<file path="src/sv/ptq_pkg.sv">
// Package for the priority task queue: codes, field widths, controller/datapath
// command and status structs. No dependencies.
package ptq_pkg;

  localparam int RING_DEPTH_DEF = 64;
  localparam int ID_BITS_DEF    = 16;

  localparam int CMD_W    = 2;
  localparam int ID_W     = 16;
  localparam int PRIO_W   = 2;
  localparam int HANDLE_W = 32;
  localparam int STATUS_W = 2;
  localparam int DEPTH_W  = 7;

  localparam logic [PRIO_W-1:0] PRIO_MAX = 2'd2;

  typedef enum logic [CMD_W-1:0] {
    CMD_SUBMIT  = 2'd0,
    CMD_DEQUEUE = 2'd1,
    CMD_CANCEL  = 2'd2,
    CMD_NOP     = 2'd3
  } cmd_e_t;

  typedef enum logic [STATUS_W-1:0] {
    ST_OK        = 2'd0,
    ST_FULL      = 2'd1,
    ST_EMPTY     = 2'd2,
    ST_NOT_FOUND = 2'd3
  } status_t;

  typedef enum logic [2:0] {
    S_IDLE,
    S_EXEC,
    S_SUB,
    S_DEQ,
    S_CAN,
    S_RESULT
  } state_t;

  typedef enum logic [2:0] {
    PTR_HOLD,
    PTR_TAIL,
    PTR_HEAD,
    PTR_PREV,
    PTR_NEXT
  } ptr_op_t;

  typedef enum logic [1:0] {
    WR_NEW,
    WR_RD,
    WR_CANCEL
  } wr_sel_t;

  typedef struct packed {
    logic    load_in;
    ptr_op_t ptr_op;
    logic    rd_prev;
    logic    mem_we;
    wr_sel_t wr_sel;
    logic    sub_start;
    logic    deq_cap;
    logic    deq_pop;
    logic    set_status;
    status_t status_val;
    logic    out_load;
  } ctrl_cmd_t;

  typedef struct packed {
    cmd_e_t cmd;
    logic   full;
    logic   empty;
    logic   prio_gt;
    logic   at_head;
    logic   id_match;
    logic   last;
  } dp_stat_t;

endpackage

</file>
<file path="src/sv/ptq_in_if.sv">
// Command channel of the priority task queue: valid/ready plus one command word.
// Depends on ptq_pkg.
interface ptq_in_if;
  logic                          valid;
  logic                          ready;
  logic [ptq_pkg::CMD_W-1:0]     cmd;
  logic [ptq_pkg::ID_W-1:0]      task_id;
  logic [ptq_pkg::PRIO_W-1:0]    priority_req;
  logic [ptq_pkg::HANDLE_W-1:0]  task_handle;

  modport source (output valid, cmd, task_id, priority_req, task_handle, input ready);
  modport sink (input valid, cmd, task_id, priority_req, task_handle, output ready);
endinterface

</file>
<file path="src/sv/ptq_out_if.sv">
// Result channel of the priority task queue: valid/ready plus one result word.
// Depends on ptq_pkg.
interface ptq_out_if;
  logic                          valid;
  logic                          ready;
  logic [ptq_pkg::STATUS_W-1:0]  status;
  logic [ptq_pkg::ID_W-1:0]      out_task_id;
  logic [ptq_pkg::PRIO_W-1:0]    out_priority;
  logic [ptq_pkg::HANDLE_W-1:0]  out_handle;
  logic                          was_cancelled;
  logic [ptq_pkg::DEPTH_W-1:0]   depth_after;

  modport source (output valid, status, out_task_id, out_priority, out_handle, was_cancelled,
                  depth_after, input ready);
  modport sink (input valid, status, out_task_id, out_priority, out_handle, was_cancelled,
                depth_after, output ready);
endinterface

</file>
<file path="src/sv/ptq_ctrl.sv">
// Controller of the priority task queue: sequences submit, dequeue and cancel
// over the datapath. Depends on ptq_pkg.
module ptq_ctrl (
  input  logic              clk,
  input  logic              rst_n,
  input  logic              in_valid,
  output logic              in_ready,
  output logic              out_valid,
  input  logic              out_ready,
  input  ptq_pkg::dp_stat_t stat,
  output ptq_pkg::ctrl_cmd_t cmd
);

  ptq_pkg::state_t state_r, state_nxt;
  logic            out_valid_r, out_valid_nxt;
  logic            out_free;

  assign out_free  = !out_valid_r || out_ready;
  assign in_ready  = (state_r == ptq_pkg::S_IDLE);
  assign out_valid = out_valid_r;

  always_comb begin
    state_nxt = state_r;
    unique case (state_r)
      ptq_pkg::S_IDLE: begin
        if (in_valid) state_nxt = ptq_pkg::S_EXEC;
      end
      ptq_pkg::S_EXEC: begin
        unique case (stat.cmd)
          ptq_pkg::CMD_SUBMIT:  state_nxt = stat.full  ? ptq_pkg::S_RESULT : ptq_pkg::S_SUB;
          ptq_pkg::CMD_DEQUEUE: state_nxt = stat.empty ? ptq_pkg::S_RESULT : ptq_pkg::S_DEQ;
          ptq_pkg::CMD_CANCEL:  state_nxt = stat.empty ? ptq_pkg::S_RESULT : ptq_pkg::S_CAN;
          default:              state_nxt = ptq_pkg::S_RESULT;
        endcase
      end
      ptq_pkg::S_SUB: begin
        if (stat.at_head || !stat.prio_gt) state_nxt = ptq_pkg::S_RESULT;
      end
      ptq_pkg::S_DEQ: state_nxt = ptq_pkg::S_RESULT;
      ptq_pkg::S_CAN: begin
        if (stat.id_match || stat.last) state_nxt = ptq_pkg::S_RESULT;
      end
      ptq_pkg::S_RESULT: begin
        if (out_free) state_nxt = ptq_pkg::S_IDLE;
      end
      default: state_nxt = ptq_pkg::S_IDLE;
    endcase
  end

  always_comb begin
    cmd = '0;
    cmd.ptr_op     = ptq_pkg::PTR_HOLD;
    cmd.wr_sel     = ptq_pkg::WR_NEW;
    cmd.status_val = ptq_pkg::ST_OK;
    unique case (state_r)
      ptq_pkg::S_IDLE: cmd.load_in = in_valid;
      ptq_pkg::S_EXEC: begin
        unique case (stat.cmd)
          ptq_pkg::CMD_SUBMIT: begin
            if (stat.full) begin
              cmd.set_status = 1'b1;
              cmd.status_val = ptq_pkg::ST_FULL;
            end else begin
              cmd.ptr_op    = ptq_pkg::PTR_TAIL;
              cmd.rd_prev   = 1'b1;
              cmd.sub_start = 1'b1;
            end
          end
          ptq_pkg::CMD_DEQUEUE: begin
            if (stat.empty) begin
              cmd.set_status = 1'b1;
              cmd.status_val = ptq_pkg::ST_EMPTY;
            end else begin
              cmd.ptr_op = ptq_pkg::PTR_HEAD;
            end
          end
          ptq_pkg::CMD_CANCEL: begin
            if (stat.empty) begin
              cmd.set_status = 1'b1;
              cmd.status_val = ptq_pkg::ST_NOT_FOUND;
            end else begin
              cmd.ptr_op = ptq_pkg::PTR_HEAD;
            end
          end
          default: ;
        endcase
      end
      ptq_pkg::S_SUB: begin
        cmd.mem_we = 1'b1;
        if (stat.at_head || !stat.prio_gt) begin
          cmd.wr_sel = ptq_pkg::WR_NEW;
        end else begin
          cmd.wr_sel  = ptq_pkg::WR_RD;
          cmd.ptr_op  = ptq_pkg::PTR_PREV;
          cmd.rd_prev = 1'b1;
        end
      end
      ptq_pkg::S_DEQ: begin
        cmd.deq_cap = 1'b1;
        cmd.deq_pop = 1'b1;
      end
      ptq_pkg::S_CAN: begin
        if (stat.id_match) begin
          cmd.mem_we = 1'b1;
          cmd.wr_sel = ptq_pkg::WR_CANCEL;
        end else if (stat.last) begin
          cmd.set_status = 1'b1;
          cmd.status_val = ptq_pkg::ST_NOT_FOUND;
        end else begin
          cmd.ptr_op = ptq_pkg::PTR_NEXT;
        end
      end
      ptq_pkg::S_RESULT: cmd.out_load = out_free;
      default: ;
    endcase
  end

  always_comb begin
    out_valid_nxt = out_valid_r;
    if (cmd.out_load) begin
      out_valid_nxt = 1'b1;
    end else if (out_ready) begin
      out_valid_nxt = 1'b0;
    end
  end

  always_ff @(posedge clk) begin
    if (!rst_n) begin
      state_r     <= ptq_pkg::S_IDLE;
      out_valid_r <= 1'b0;
    end else begin
      state_r     <= state_nxt;
      out_valid_r <= out_valid_nxt;
    end
  end

endmodule

</file>
<file path="src/sv/ptq_dp.sv">
// Datapath of the priority task queue: entry ring memory, head/tail/count,
// walk pointer, working and output registers. Depends on ptq_pkg.
module ptq_dp #(
  parameter int RING_DEPTH = ptq_pkg::RING_DEPTH_DEF,
  parameter int ID_BITS    = ptq_pkg::ID_BITS_DEF
) (
  input  logic                            clk,
  input  logic                            rst_n,
  input  ptq_pkg::ctrl_cmd_t              cmd,
  output ptq_pkg::dp_stat_t               stat,
  input  logic [ptq_pkg::CMD_W-1:0]       in_cmd,
  input  logic [ptq_pkg::ID_W-1:0]        in_task_id,
  input  logic [ptq_pkg::PRIO_W-1:0]      in_priority_req,
  input  logic [ptq_pkg::HANDLE_W-1:0]    in_task_handle,
  output logic [ptq_pkg::STATUS_W-1:0]    out_status,
  output logic [ptq_pkg::ID_W-1:0]        out_task_id,
  output logic [ptq_pkg::PRIO_W-1:0]      out_priority,
  output logic [ptq_pkg::HANDLE_W-1:0]    out_handle,
  output logic                            out_was_cancelled,
  output logic [ptq_pkg::DEPTH_W-1:0]     out_depth_after
);

  localparam int AW = $clog2(RING_DEPTH);
  localparam int CW = $clog2(RING_DEPTH + 1);

  typedef struct packed {
    logic [ID_BITS-1:0]           id;
    logic [ptq_pkg::PRIO_W-1:0]   prio;
    logic [ptq_pkg::HANDLE_W-1:0] handle;
    logic                         canc;
  } entry_t;

  function automatic logic [AW-1:0] ring_next(input logic [AW-1:0] i);
    ring_next = (i == AW'(RING_DEPTH - 1)) ? '0 : i + 1'b1;
  endfunction

  function automatic logic [AW-1:0] ring_prev(input logic [AW-1:0] i);
    ring_prev = (i == '0) ? AW'(RING_DEPTH - 1) : i - 1'b1;
  endfunction

  entry_t entry_mem [RING_DEPTH];
  entry_t rd_data_r;
  entry_t new_r;
  entry_t wr_data;

  ptq_pkg::cmd_e_t  cmd_r;
  ptq_pkg::status_t status_r;

  logic [AW-1:0] head_r, head_nxt;
  logic [AW-1:0] tail_r, tail_nxt;
  logic [AW-1:0] ptr_r, ptr_nxt;
  logic [CW-1:0] count_r, count_nxt;
  logic [AW-1:0] rd_addr;

  logic [ID_BITS-1:0]           res_id_r;
  logic [ptq_pkg::PRIO_W-1:0]   res_prio_r;
  logic [ptq_pkg::HANDLE_W-1:0] res_handle_r;
  logic                         res_canc_r;

  logic [ptq_pkg::STATUS_W-1:0] out_status_r;
  logic [ptq_pkg::ID_W-1:0]     out_id_r;
  logic [ptq_pkg::PRIO_W-1:0]   out_prio_r;
  logic [ptq_pkg::HANDLE_W-1:0] out_handle_r;
  logic                         out_canc_r;
  logic [ptq_pkg::DEPTH_W-1:0]  out_depth_r;

  always_comb begin
    unique case (cmd.ptr_op)
      ptq_pkg::PTR_HOLD: ptr_nxt = ptr_r;
      ptq_pkg::PTR_TAIL: ptr_nxt = tail_r;
      ptq_pkg::PTR_HEAD: ptr_nxt = head_r;
      ptq_pkg::PTR_PREV: ptr_nxt = ring_prev(ptr_r);
      ptq_pkg::PTR_NEXT: ptr_nxt = ring_next(ptr_r);
      default:           ptr_nxt = ptr_r;
    endcase
  end

  assign rd_addr = cmd.rd_prev ? ring_prev(ptr_nxt) : ptr_nxt;

  always_comb begin
    head_nxt  = head_r;
    tail_nxt  = tail_r;
    count_nxt = count_r;
    if (cmd.sub_start) begin
      tail_nxt  = ring_next(tail_r);
      count_nxt = count_r + 1'b1;
    end
    if (cmd.deq_pop) begin
      head_nxt  = ring_next(head_r);
      count_nxt = count_r - 1'b1;
    end
  end

  always_comb begin
    wr_data = new_r;
    unique case (cmd.wr_sel)
      ptq_pkg::WR_NEW:    wr_data = new_r;
      ptq_pkg::WR_RD:     wr_data = rd_data_r;
      ptq_pkg::WR_CANCEL: begin
        wr_data      = rd_data_r;
        wr_data.canc = 1'b1;
      end
      default:            wr_data = new_r;
    endcase
  end

  always_ff @(posedge clk) begin
    if (cmd.mem_we) entry_mem[ptr_r] <= wr_data;
    rd_data_r <= entry_mem[rd_addr];
  end

  always_ff @(posedge clk) begin
    if (!rst_n) begin
      head_r  <= '0;
      tail_r  <= '0;
      count_r <= '0;
      ptr_r   <= '0;
    end else begin
      head_r  <= head_nxt;
      tail_r  <= tail_nxt;
      count_r <= count_nxt;
      ptr_r   <= ptr_nxt;
    end
  end

  // working registers: command word, new entry, status and dequeued fields
  always_ff @(posedge clk) begin
    if (cmd.load_in) begin
      cmd_r       <= ptq_pkg::cmd_e_t'(in_cmd);
      new_r.id    <= ID_BITS'(in_task_id);
      new_r.prio  <= (in_priority_req > ptq_pkg::PRIO_MAX) ? ptq_pkg::PRIO_MAX
                                                            : in_priority_req;
      new_r.handle <= in_task_handle;
      new_r.canc  <= 1'b0;
      status_r    <= ptq_pkg::ST_OK;
      res_id_r    <= '0;
      res_prio_r  <= '0;
      res_handle_r <= '0;
      res_canc_r  <= 1'b0;
    end else begin
      if (cmd.set_status) status_r <= cmd.status_val;
      if (cmd.deq_cap) begin
        res_id_r     <= rd_data_r.id;
        res_prio_r   <= rd_data_r.prio;
        res_handle_r <= rd_data_r.handle;
        res_canc_r   <= rd_data_r.canc;
      end
    end
  end

  always_ff @(posedge clk) begin
    if (cmd.out_load) begin
      out_status_r <= status_r;
      out_id_r     <= ptq_pkg::ID_W'(res_id_r);
      out_prio_r   <= res_prio_r;
      out_handle_r <= res_handle_r;
      out_canc_r   <= res_canc_r;
      out_depth_r  <= ptq_pkg::DEPTH_W'(count_r);
    end
  end

  assign stat.cmd      = cmd_r;
  assign stat.full     = (count_r == CW'(RING_DEPTH));
  assign stat.empty    = (count_r == '0);
  assign stat.prio_gt  = (new_r.prio > rd_data_r.prio);
  assign stat.at_head  = (ptr_r == head_r);
  assign stat.id_match = (rd_data_r.id == new_r.id) && !rd_data_r.canc;
  assign stat.last     = (ring_next(ptr_r) == tail_r);

  assign out_status        = out_status_r;
  assign out_task_id       = out_id_r;
  assign out_priority      = out_prio_r;
  assign out_handle        = out_handle_r;
  assign out_was_cancelled = out_canc_r;
  assign out_depth_after   = out_depth_r;

endmodule

</file>
<file path="src/sv/priority_task_queue_with_cancel_unit.sv">
// Priority task queue with cancel marks: top level joining controller and datapath.
// Depends on ptq_pkg, ptq_in_if, ptq_out_if, ptq_ctrl, ptq_dp.
//
// Usage: in_ch carries one command word (submit, dequeue, cancel by id, or no-op);
// out_ch returns exactly one result word per command, in order. Entries live in a
// ring memory of RING_DEPTH words; a submit is bubbled toward the head one entry
// per cycle while its priority is strictly above its neighbour's, and a cancel
// scans from the head one entry per cycle, both through the one memory's read and write ports.
// A command is taken in IDLE and decoded in EXEC; a submit then bubbles in SUB, a
// dequeue pops in DEQ and a cancel scans in CAN, while a full or empty queue and a
// no-op go straight to RESULT, which loads the output register. One command is in work
// at a time; in_ch.ready rises again in the cycle the result word appears.
// The result sits in an output register, so the next command is taken while the
// previous word waits; a stalled out_ch holds the block only when a second
// result is ready. Reset (rst_n low, synchronous) empties the queue; no memory
// clearing is needed.
module priority_task_queue_with_cancel_unit #(
  parameter int RING_DEPTH = ptq_pkg::RING_DEPTH_DEF,
  parameter int ID_BITS    = ptq_pkg::ID_BITS_DEF
) (
  input  logic           clk,
  input  logic           rst_n,
  ptq_in_if.sink         in_ch,
  ptq_out_if.source      out_ch
);

  ptq_pkg::ctrl_cmd_t ctrl_cmd;
  ptq_pkg::dp_stat_t  dp_stat;

  ptq_ctrl u_ctrl (
    .clk       (clk),
    .rst_n     (rst_n),
    .in_valid  (in_ch.valid),
    .in_ready  (in_ch.ready),
    .out_valid (out_ch.valid),
    .out_ready (out_ch.ready),
    .stat      (dp_stat),
    .cmd       (ctrl_cmd)
  );

  ptq_dp #(
    .RING_DEPTH (RING_DEPTH),
    .ID_BITS    (ID_BITS)
  ) u_dp (
    .clk               (clk),
    .rst_n             (rst_n),
    .cmd               (ctrl_cmd),
    .stat              (dp_stat),
    .in_cmd            (in_ch.cmd),
    .in_task_id        (in_ch.task_id),
    .in_priority_req   (in_ch.priority_req),
    .in_task_handle    (in_ch.task_handle),
    .out_status        (out_ch.status),
    .out_task_id       (out_ch.out_task_id),
    .out_priority      (out_ch.out_priority),
    .out_handle        (out_ch.out_handle),
    .out_was_cancelled (out_ch.was_cancelled),
    .out_depth_after   (out_ch.depth_after)
  );

  a_full_depth: assert property (@(posedge clk) disable iff (!rst_n)
    (out_ch.valid && out_ch.status == ptq_pkg::ST_FULL)
      |-> out_ch.depth_after == ptq_pkg::DEPTH_W'(RING_DEPTH))
    else $error("full status with depth below capacity");

  a_empty_depth: assert property (@(posedge clk) disable iff (!rst_n)
    (out_ch.valid && out_ch.status == ptq_pkg::ST_EMPTY) |-> out_ch.depth_after == '0)
    else $error("empty status with entries queued");

  a_fail_no_entry: assert property (@(posedge clk) disable iff (!rst_n)
    (out_ch.valid && out_ch.status != ptq_pkg::ST_OK)
      |-> (out_ch.out_handle == '0 && out_ch.out_task_id == '0 && !out_ch.was_cancelled))
    else $error("entry fields set on failed command");

  a_one_in_work: assert property (@(posedge clk) disable iff (!rst_n)
    (in_ch.valid && in_ch.ready) |=> !in_ch.ready)
    else $error("second command taken while one is in work");

endmodule

</file>
<file path="src/flat_wrapper.sv">
// flat-port wrapper written by rule: the top's interface ports become plain ports
module priority_task_queue_with_cancel_unit_flat 
#(
  parameter int RING_DEPTH = ptq_pkg::RING_DEPTH_DEF,
  parameter int ID_BITS    = ptq_pkg::ID_BITS_DEF
)
  (clk, rst_n, in_ch_valid, in_ch_cmd, in_ch_task_id, in_ch_priority_req, in_ch_task_handle, in_ch_ready, out_ch_valid, out_ch_status, out_ch_out_task_id, out_ch_out_priority, out_ch_out_handle, out_ch_was_cancelled, out_ch_depth_after, out_ch_ready);
  ptq_in_if in_ch_i ();
  ptq_out_if out_ch_i ();
  input  logic clk;
  input  logic rst_n;
  input wire logic [$bits(in_ch_i.valid)-1:0] in_ch_valid;
  input wire logic [$bits(in_ch_i.cmd)-1:0] in_ch_cmd;
  input wire logic [$bits(in_ch_i.task_id)-1:0] in_ch_task_id;
  input wire logic [$bits(in_ch_i.priority_req)-1:0] in_ch_priority_req;
  input wire logic [$bits(in_ch_i.task_handle)-1:0] in_ch_task_handle;
  output wire logic [$bits(in_ch_i.ready)-1:0] in_ch_ready;
  output wire logic [$bits(out_ch_i.valid)-1:0] out_ch_valid;
  output wire logic [$bits(out_ch_i.status)-1:0] out_ch_status;
  output wire logic [$bits(out_ch_i.out_task_id)-1:0] out_ch_out_task_id;
  output wire logic [$bits(out_ch_i.out_priority)-1:0] out_ch_out_priority;
  output wire logic [$bits(out_ch_i.out_handle)-1:0] out_ch_out_handle;
  output wire logic [$bits(out_ch_i.was_cancelled)-1:0] out_ch_was_cancelled;
  output wire logic [$bits(out_ch_i.depth_after)-1:0] out_ch_depth_after;
  input wire logic [$bits(out_ch_i.ready)-1:0] out_ch_ready;
  assign in_ch_i.valid = in_ch_valid;
  assign in_ch_i.cmd = in_ch_cmd;
  assign in_ch_i.task_id = in_ch_task_id;
  assign in_ch_i.priority_req = in_ch_priority_req;
  assign in_ch_i.task_handle = in_ch_task_handle;
  assign in_ch_ready = in_ch_i.ready;
  assign out_ch_valid = out_ch_i.valid;
  assign out_ch_status = out_ch_i.status;
  assign out_ch_out_task_id = out_ch_i.out_task_id;
  assign out_ch_out_priority = out_ch_i.out_priority;
  assign out_ch_out_handle = out_ch_i.out_handle;
  assign out_ch_was_cancelled = out_ch_i.was_cancelled;
  assign out_ch_depth_after = out_ch_i.depth_after;
  assign out_ch_i.ready = out_ch_ready;
  priority_task_queue_with_cancel_unit #(.RING_DEPTH(RING_DEPTH), .ID_BITS(ID_BITS)) u_core (.clk(clk), .rst_n(rst_n), .in_ch(in_ch_i), .out_ch(out_ch_i));
endmodule
</file>
<file path="config.mk">
export PLATFORM = sky130hd
export DESIGN_NAME = priority_task_queue_with_cancel_unit_flat
export DESIGN_NICKNAME = d
export VERILOG_FILES = /design/src/sv/ptq_pkg.sv /design/src/sv/ptq_in_if.sv /design/src/sv/ptq_out_if.sv /design/src/sv/ptq_ctrl.sv /design/src/sv/ptq_dp.sv /design/src/sv/priority_task_queue_with_cancel_unit.sv /design/src/flat_wrapper.sv
export SDC_FILE = /design/constraint.sdc
export NUM_CORES = 2
export LEC_CHECK = 0
export ABC_CLOCK_PERIOD_IN_PS = 4700
export BUFFER_PORTS_ARGS = -buffer_cell sky130_fd_sc_hd__buf_2
export CORE_ASPECT_RATIO = 1.4
export CORE_MARGIN = 2
export CORE_UTILIZATION = 45
export DETAILED_ROUTE_END_ITERATION = 12
export SLEW_MARGIN = 20
export SYNTH_ARGS = -nofsm -noshare
export SYNTH_HDL_FRONTEND = slang
export SYNTH_SLANG_ARGS = --single-unit
</file>
<file path="constraint.sdc">
create_clock -name clk -period 4.7 [get_ports clk]
set_input_delay 0.235 -clock clk [delete_from_list [all_inputs] [get_ports clk]]
set_output_delay 0.235 -clock clk [all_outputs]
set_load 0.1 [all_outputs]
</file>
Yosys cells after proc, flatten, opt, wreduce, memory -nomap -nowiden
Memories as Yosys holds them, arrays and structs flattened. A register that Yosys moved wholly into a read port is not among the register bits.
Cells that the tools add are included.
{"block": "classes", "addsub": 7, "order_cmp": 2, "eq_ne": 24, "muxes": 48, "reduce_logical": 16}
{"operator": "$pmux 51 s2", "n": 1}
{"operator": "$mux 3", "n": 15}
{"operator": "$mux 6", "n": 6}
{"operator": "$pmux 3 s3", "n": 3}
{"operator": "$pmux 6 s4", "n": 1}
{"operator": "$add 6x1->6 const B", "n": 3}
{"operator": "$eq 6x6->1 const B", "n": 3}
{"operator": "$pmux 3 s2", "n": 3}
{"operator": "$pmux 3 s6", "n": 1}
{"operator": "$eq 16x16->1", "n": 1}
{"operator": "$mux 7", "n": 2}
{"operator": "$eq 3x2->1 const B", "n": 4}
{"operator": "$eq 6x6->1", "n": 2}
{"operator": "$logic_not 6->1", "n": 2}
{"operator": "$mux 1", "n": 12}
{"operator": "$sub 6x1->6 const B", "n": 2}
{"operator": "$eq 3x3->1 const B", "n": 3}
{"operator": "$ne 2x2->1 const B", "n": 4}
{"operator": "$add 7x1->7 const B", "n": 1}
{"operator": "$eq 7x7->1 const B", "n": 1}
{"operator": "$logic_not 7->1", "n": 1}
{"operator": "$sub 7x1->7 const B", "n": 1}
{"operator": "$eq 3x1->1 const B", "n": 2}
{"operator": "$mux 2", "n": 3}
{"operator": "13 further kinds", "n": 20}
{"block": "word_totals", "reg_bits": 194, "mem_bits_rw": 3264, "inputBits": 56, "output_inout_bits": 62, "word_cells": 119, "n_memories": 1}
{"name": "u_core.u_dp.entry_mem", "depth": 64, "word_bits": 51, "read_ports": 1, "rd_clocked_by_memory_dff": 1, "wr": 1, "line_no": "ptq_dp.sv:41", "rtl": "entry_t entry_mem [RING_DEPTH];"}

Logic depth before layout (Yosys ltp)
{"block": "logic_depth", "word_depth": 11, "depth_mapped": 24, "depth_no_buf": 19}

By module
Synthesis repeated with hierarchy kept, for this count alone.
{"block": "hier_totals", "cells_unflattened": 6844, "area_unflattened_um2": 136215.6}
{"module": "ptq_dp", "instances": 1, "cells_each": 6779, "area_each_um2": 135706.4, "seq_area_each_um2": 103959.7}
{"module": "ptq_ctrl", "instances": 1, "cells_each": 65, "area_each_um2": 509.2, "seq_area_each_um2": 80.1}

Worst setup path before layout
No wires, ideal clock.
{"block": "synth_path", "path_kind": "reg-to-reg", "from": "register u_core.u_ctrl.state_r[2]", "to": "register u_core.u_dp.cmd_r[0], enable pin", "setup_ns": 0.437, "t_arrival_ns": 4.857, "slack_ns": -0.594, "path_stages_with_launch": 6, "n_path_buf": 3, "cell_sequence": "dfxtp_1 > clkbuf_1 > nor3_1 > and2_1 > clkbuf_1 > clkbuf_1"}
{"element": "start: declaration", "line_no": "ptq_ctrl.sv:14", "rtl": "ptq_pkg::state_t state_r, state_nxt;"}
{"element": "start signal: assignment", "line_no": "ptq_ctrl.sv:129", "rtl": "state_r <= ptq_pkg::S_IDLE;"}
{"element": "start signal: assignment", "line_no": "ptq_ctrl.sv:132", "rtl": "state_r <= state_nxt;"}
{"element": "end signal: assignment", "line_no": "ptq_dp.sv:129", "rtl": "cmd_r <= ptq_pkg::cmd_e_t'(in_cmd);"}
{"element": "end: declaration", "line_no": "ptq_dp.sv:46", "rtl": "ptq_pkg::cmd_e_t cmd_r;"}

Worst setup path after layout
{"block": "layout_path", "from": "register u_core.u_dp.cmd_r[0]", "to": "register u_core.u_dp.rd_data_r[44] (netlist name)"}
{"block": "layout_via", "elab_chain_cells": 9, "word_cells_on_any_way": 17}
{"element": "$eq 2x2->1 / $eq 2x1->1 (equally long branches)", "line_no": "ptq_ctrl.sv:58", "rtl": "unique case (stat.cmd)"}
{"element": "$reduce_or 2->1 (no source line)"}
{"element": "$pmux 3 s2", "line_no": "ptq_ctrl.sv:58"}
{"element": "$pmux 3 s3", "line_no": "ptq_ctrl.sv:55", "rtl": "unique case (state_r)"}
{"element": "$eq 3x3->1 (tied with other cells)", "line_no": "ptq_dp.sv:68", "rtl": "unique case (cmd.ptr_op)"}
{"element": "$pmux 6 s4", "line_no": "ptq_dp.sv:68"}
{"element": "$sub 6x1->6 / $logic_not 6->1 (equally long branches)", "line_no": "ptq_dp.sv:38", "rtl": "ring_prev = (i == '0) ? AW'(RING_DEPTH - 1) : i - 1'b1;"}
{"element": "$mux 6", "line_no": "ptq_dp.sv:38"}
{"element": "$mux 6 *", "line_no": "ptq_dp.sv:78", "rtl": "assign rd_addr = cmd.rd_prev ? ring_prev(ptr_nxt) : ptr_nxt;"}
Mark *: on every way between the ends. The rest lies on a longest branch, timed or not.
A chain may end at the register's enable or synchronous reset.

==> reports/metrics.yaml <==
outcome: "finished, violations left"
failed_checks: "negative setup slack"
drt-total-wl_um: 438000
final_nets: 9466
hpwl_um: 260000
finalClockSkew_ns: 0.0545
syn_inst: 8300
synth_edf_count: 3376
holdWs_ns: 0.0571
end_kind: "flop"
ys_types: 96
grt_pass1_wl_um: 619000
syn_to_final_growth_pct: 22.9
ys_ff_latch: 3509
path_clk_slew_ns: 0.06
wire_per_inst_um: 31.8
antenna_found_initial: 16
die-area_um2: 314000
finalHoldViolCount: 0
worst_pin_slew_ns: 1.04
power-per-cell-area_nw_per_um2: 562
yosysSeqAreaShare_pct: 74.7
design_area_um2: 171000
initial_core_util_pct: 45.2
htreeDepth: 5
hp-class: "input pin to flop"
setup_ws_ns: -0.211
grt.overflow.total: 0
netlist_area_um2: 139000
syn-num-nets: 8376
drc: 0
ys_warn_count: 0
drv_cap: 0
finalPower_mw: 96.2
fmax_mhz: 204
critPathKind: "flop to flop"
first_pass_iters: 7
cts_made_buffers: 330
vias: 87700
std_cell_rows: 241
finalSetupViolations: 51
syn_avg_cell_area_um2: 16.8
drt_iter0_drc: 11600
holdPathStages: 2
gp_congestion: 0.881
die_h_um: 662
rr_worst_depth: 22
clk_latency_ns: 0.91
period_minus_slack_ns: 4.91
fin_crit_sh_pct: 104
ys.flop_type: "edfxtp_1"
antenna_left: 0
synthArstFlopShare_pct: 0
ir_drop_v: 0.000400
root_buffer: "clkbuf_16"
required_ns: 5.45
cts_sinks: 3509
coreArea_um2: 308000
tritoncts: "yes"
slew_viol_final: 0
leakagePower_nw: 54.3
grt_pass1_vias: 86700
place_area_um2: 154000
clk_path_buf_depth: 4
crit_path_start_kind: "flop"
pre_cts_ws_ns: -0.952
drive_gt1_share_pct: 28.2
grt_usage_pct: 27.3
utilization_pct: 55.6
num_io_pins: 118
slew_headroom_pct: 30.4
crit_arrival_ns: 5.66
avgViaCountPerCell: 6.36
die_width_um: 474
rsz0062_at_grt: "true"
grt_max_degree: 81
portBuffers: 117
crit_path_max_fanout: 56
-- critical path: stages (launching register included) --
cell and delay (ns):
edfxtp_1 0.43, ha_2 0.24, nor4b_4 0.30, nand2_1 0.12, or3_4 0.37, o22ai_4 0.13, a21oi_2 0.08, o21a_1 0.24
mux2i_4 0.24, ha_2 0.23, nand2_2 0.07, a21oi_4 0.20, buf_6 0.13, a211o_1 0.09, o211ai_1 0.14, buf_4 0.18
buf_4 0.14, buf_12 0.18, nor2_4 0.23, buf_12 0.23, buf_6 0.21, nand3_4 0.16, and4_4 0.28
-- synthesized netlist by cell type, types with 43 or more instances --
master	count	share of area [%]
nor2_1	326	0.88
nor4_1	44	0.20
mux4_2	356	5.8
a221oi_1	134	0.84
a22oi_1	127	0.68
o32a_1	108	0.78
a22o_1	51	0.32
o221ai_1	386	2.4
nand3_1	159	0.57
buf_2	200	0.72
clkbuf_1	338	0.91
dfxtp_1	133	1.9
a21oi_1	301	1.1
o21a_1	106	0.57
mux2i_1	227	1.6
a32oi_1	45	0.28
nand2_1	643	1.7
edfxtp_1	3376	73
o22ai_1	182	0.82
nand4_1	76	0.34
and2_1	43	0.19
inv_1	168	0.45
o21ai_0	180	0.65
-- through the flow --
step | std cells | TNS [ns]
2_1_floorplan | 8300 | 0
3_3_place_gp | 13000 | -48.93
3_5_place_dp | 13000 | -31.19
6_report | 13800 | -6.36
5_1_grt | 13800 | -10.83
4_1_cts | 13800 | -3.26
-- kinds of logic after synthesis --
group / share of synthesized area, %
flip-flops: 74.7
AO/OA/AOI/OAI: 10.4
buffers and inverters: 2.33
XOR/XNOR: 0.277
multiplexers: 7.42
AND/OR/NAND/NOR: 4.64
adder cells (fa/ha/maj): 0.185
-- area by class of cell --
type	count	area, um2
Tap cell	4131	5170
Antenna cell	7	17.5
Inverter	169	636
Clock buffer	428	9100
Sequential cell	3509	104000
Multi-Input combinational cell	4025	35400
Fill cell	23400	137000
Clock inverter	168	1750
Timing Repair Buffer	1355	15000
-- metal layers --
metal	track usage, %	wire length [um]	up-vias
li1	-	-	36200
met1	35.6	164000	45800
met2	45.8	216000	4811
met3	4.34	40300	948
met4	10.6	18000	8
met5	0	54	-
-- cells in the final DEF (no fill, tap or decap), types with 46 or more instances in the layout --
cell type and n:
edfxtp_1 3376, buf_4 761, nand2_1 624, mux4_2 356
clkbuf_16 354, o221ai_1 338, buf_12 274, a21oi_1 262
nor2_1 242, mux2i_1 175, o22ai_1 171, inv_1 167
o21ai_0 141, dfxtp_1 127, a221oi_1 122, buf_2 117
nand3_1 110, o32a_1 108, o21a_1 104, nor2_4 89
a22oi_1 82, buf_6 78, nand4_1 76, clkbuf_1 67
clkinv_1 57, dlygate4sd3_1 57, o21ai_1 55, a22o_2 49
clkinv_2 47, a22oi_2 46
-- path summary, 6_finish.rpt --
kind	startpoint	endpoint	slack, ns
worst max register to register	u_core.u_dp.cmd_r[0]	u_core.u_dp.rd_data_r[44]	-0.21
worst min register to register	u_core.u_dp.res_handle_r[16]	u_core.u_dp.out_handle[16]	0.42
worst max-delay path	u_core.u_dp.cmd_r[0]	u_core.u_dp.rd_data_r[44]	-0.21
worst min-delay path	in_ch_task_id[2]	u_core.u_dp.new_r[37]	0.06
-- registers in the layout, indices dropped and copies added (netlist names), 3 cells and up --
| signal | count |
|---|---|
| u_core.u_dp.out_handle | 32 |
| u_core.u_dp.rd_data_r | 51 |
| u_core.u_ctrl.state_r | 3 |
| u_core.u_dp.tail_r | 6 |
| u_core.u_dp.count_r | 7 |
| u_core.u_dp.res_handle_r | 32 |
| u_core.u_dp.new_r | 50 |
| u_core.u_dp.out_depth_after | 7 |
| u_core.u_dp.out_task_id | 16 |
| u_core.u_dp.res_id_r | 16 |
| u_core.u_dp.head_r | 6 |
| u_core.u_dp.ptr_r | 6 |
| u_core.u_dp.entry_mem | 3264 |
-- repair_timing --
| item | 4_1_cts | 5_1_grt |
|---|---|---|
| setup endpoints to repair | 51 | 51 |
| setup buffers | 130 | 21 |
| endpoints found under the hold margin | 82 | 0 |
| hold buffers | 57 | 0 |
| cloned | 30 | 10 |
| gates resized for setup | 476 | 228 |
| pin swaps | 185 | 126 |
-- power breakdown --
group | total (mW) | leakage (nW) | switching, mW | internal, mW
clock network | 27.2 | 5.29 | 11.6 | 15.6
logic | 32.6 | 17.3 | 18.1 | 14.6
registers | 36.3 | 31.6 | 0.542 | 35.8
total | 96.2 | 54.3 | 30.2 | 66.0
Note: power is estimated with default switching activity, not from simulation.
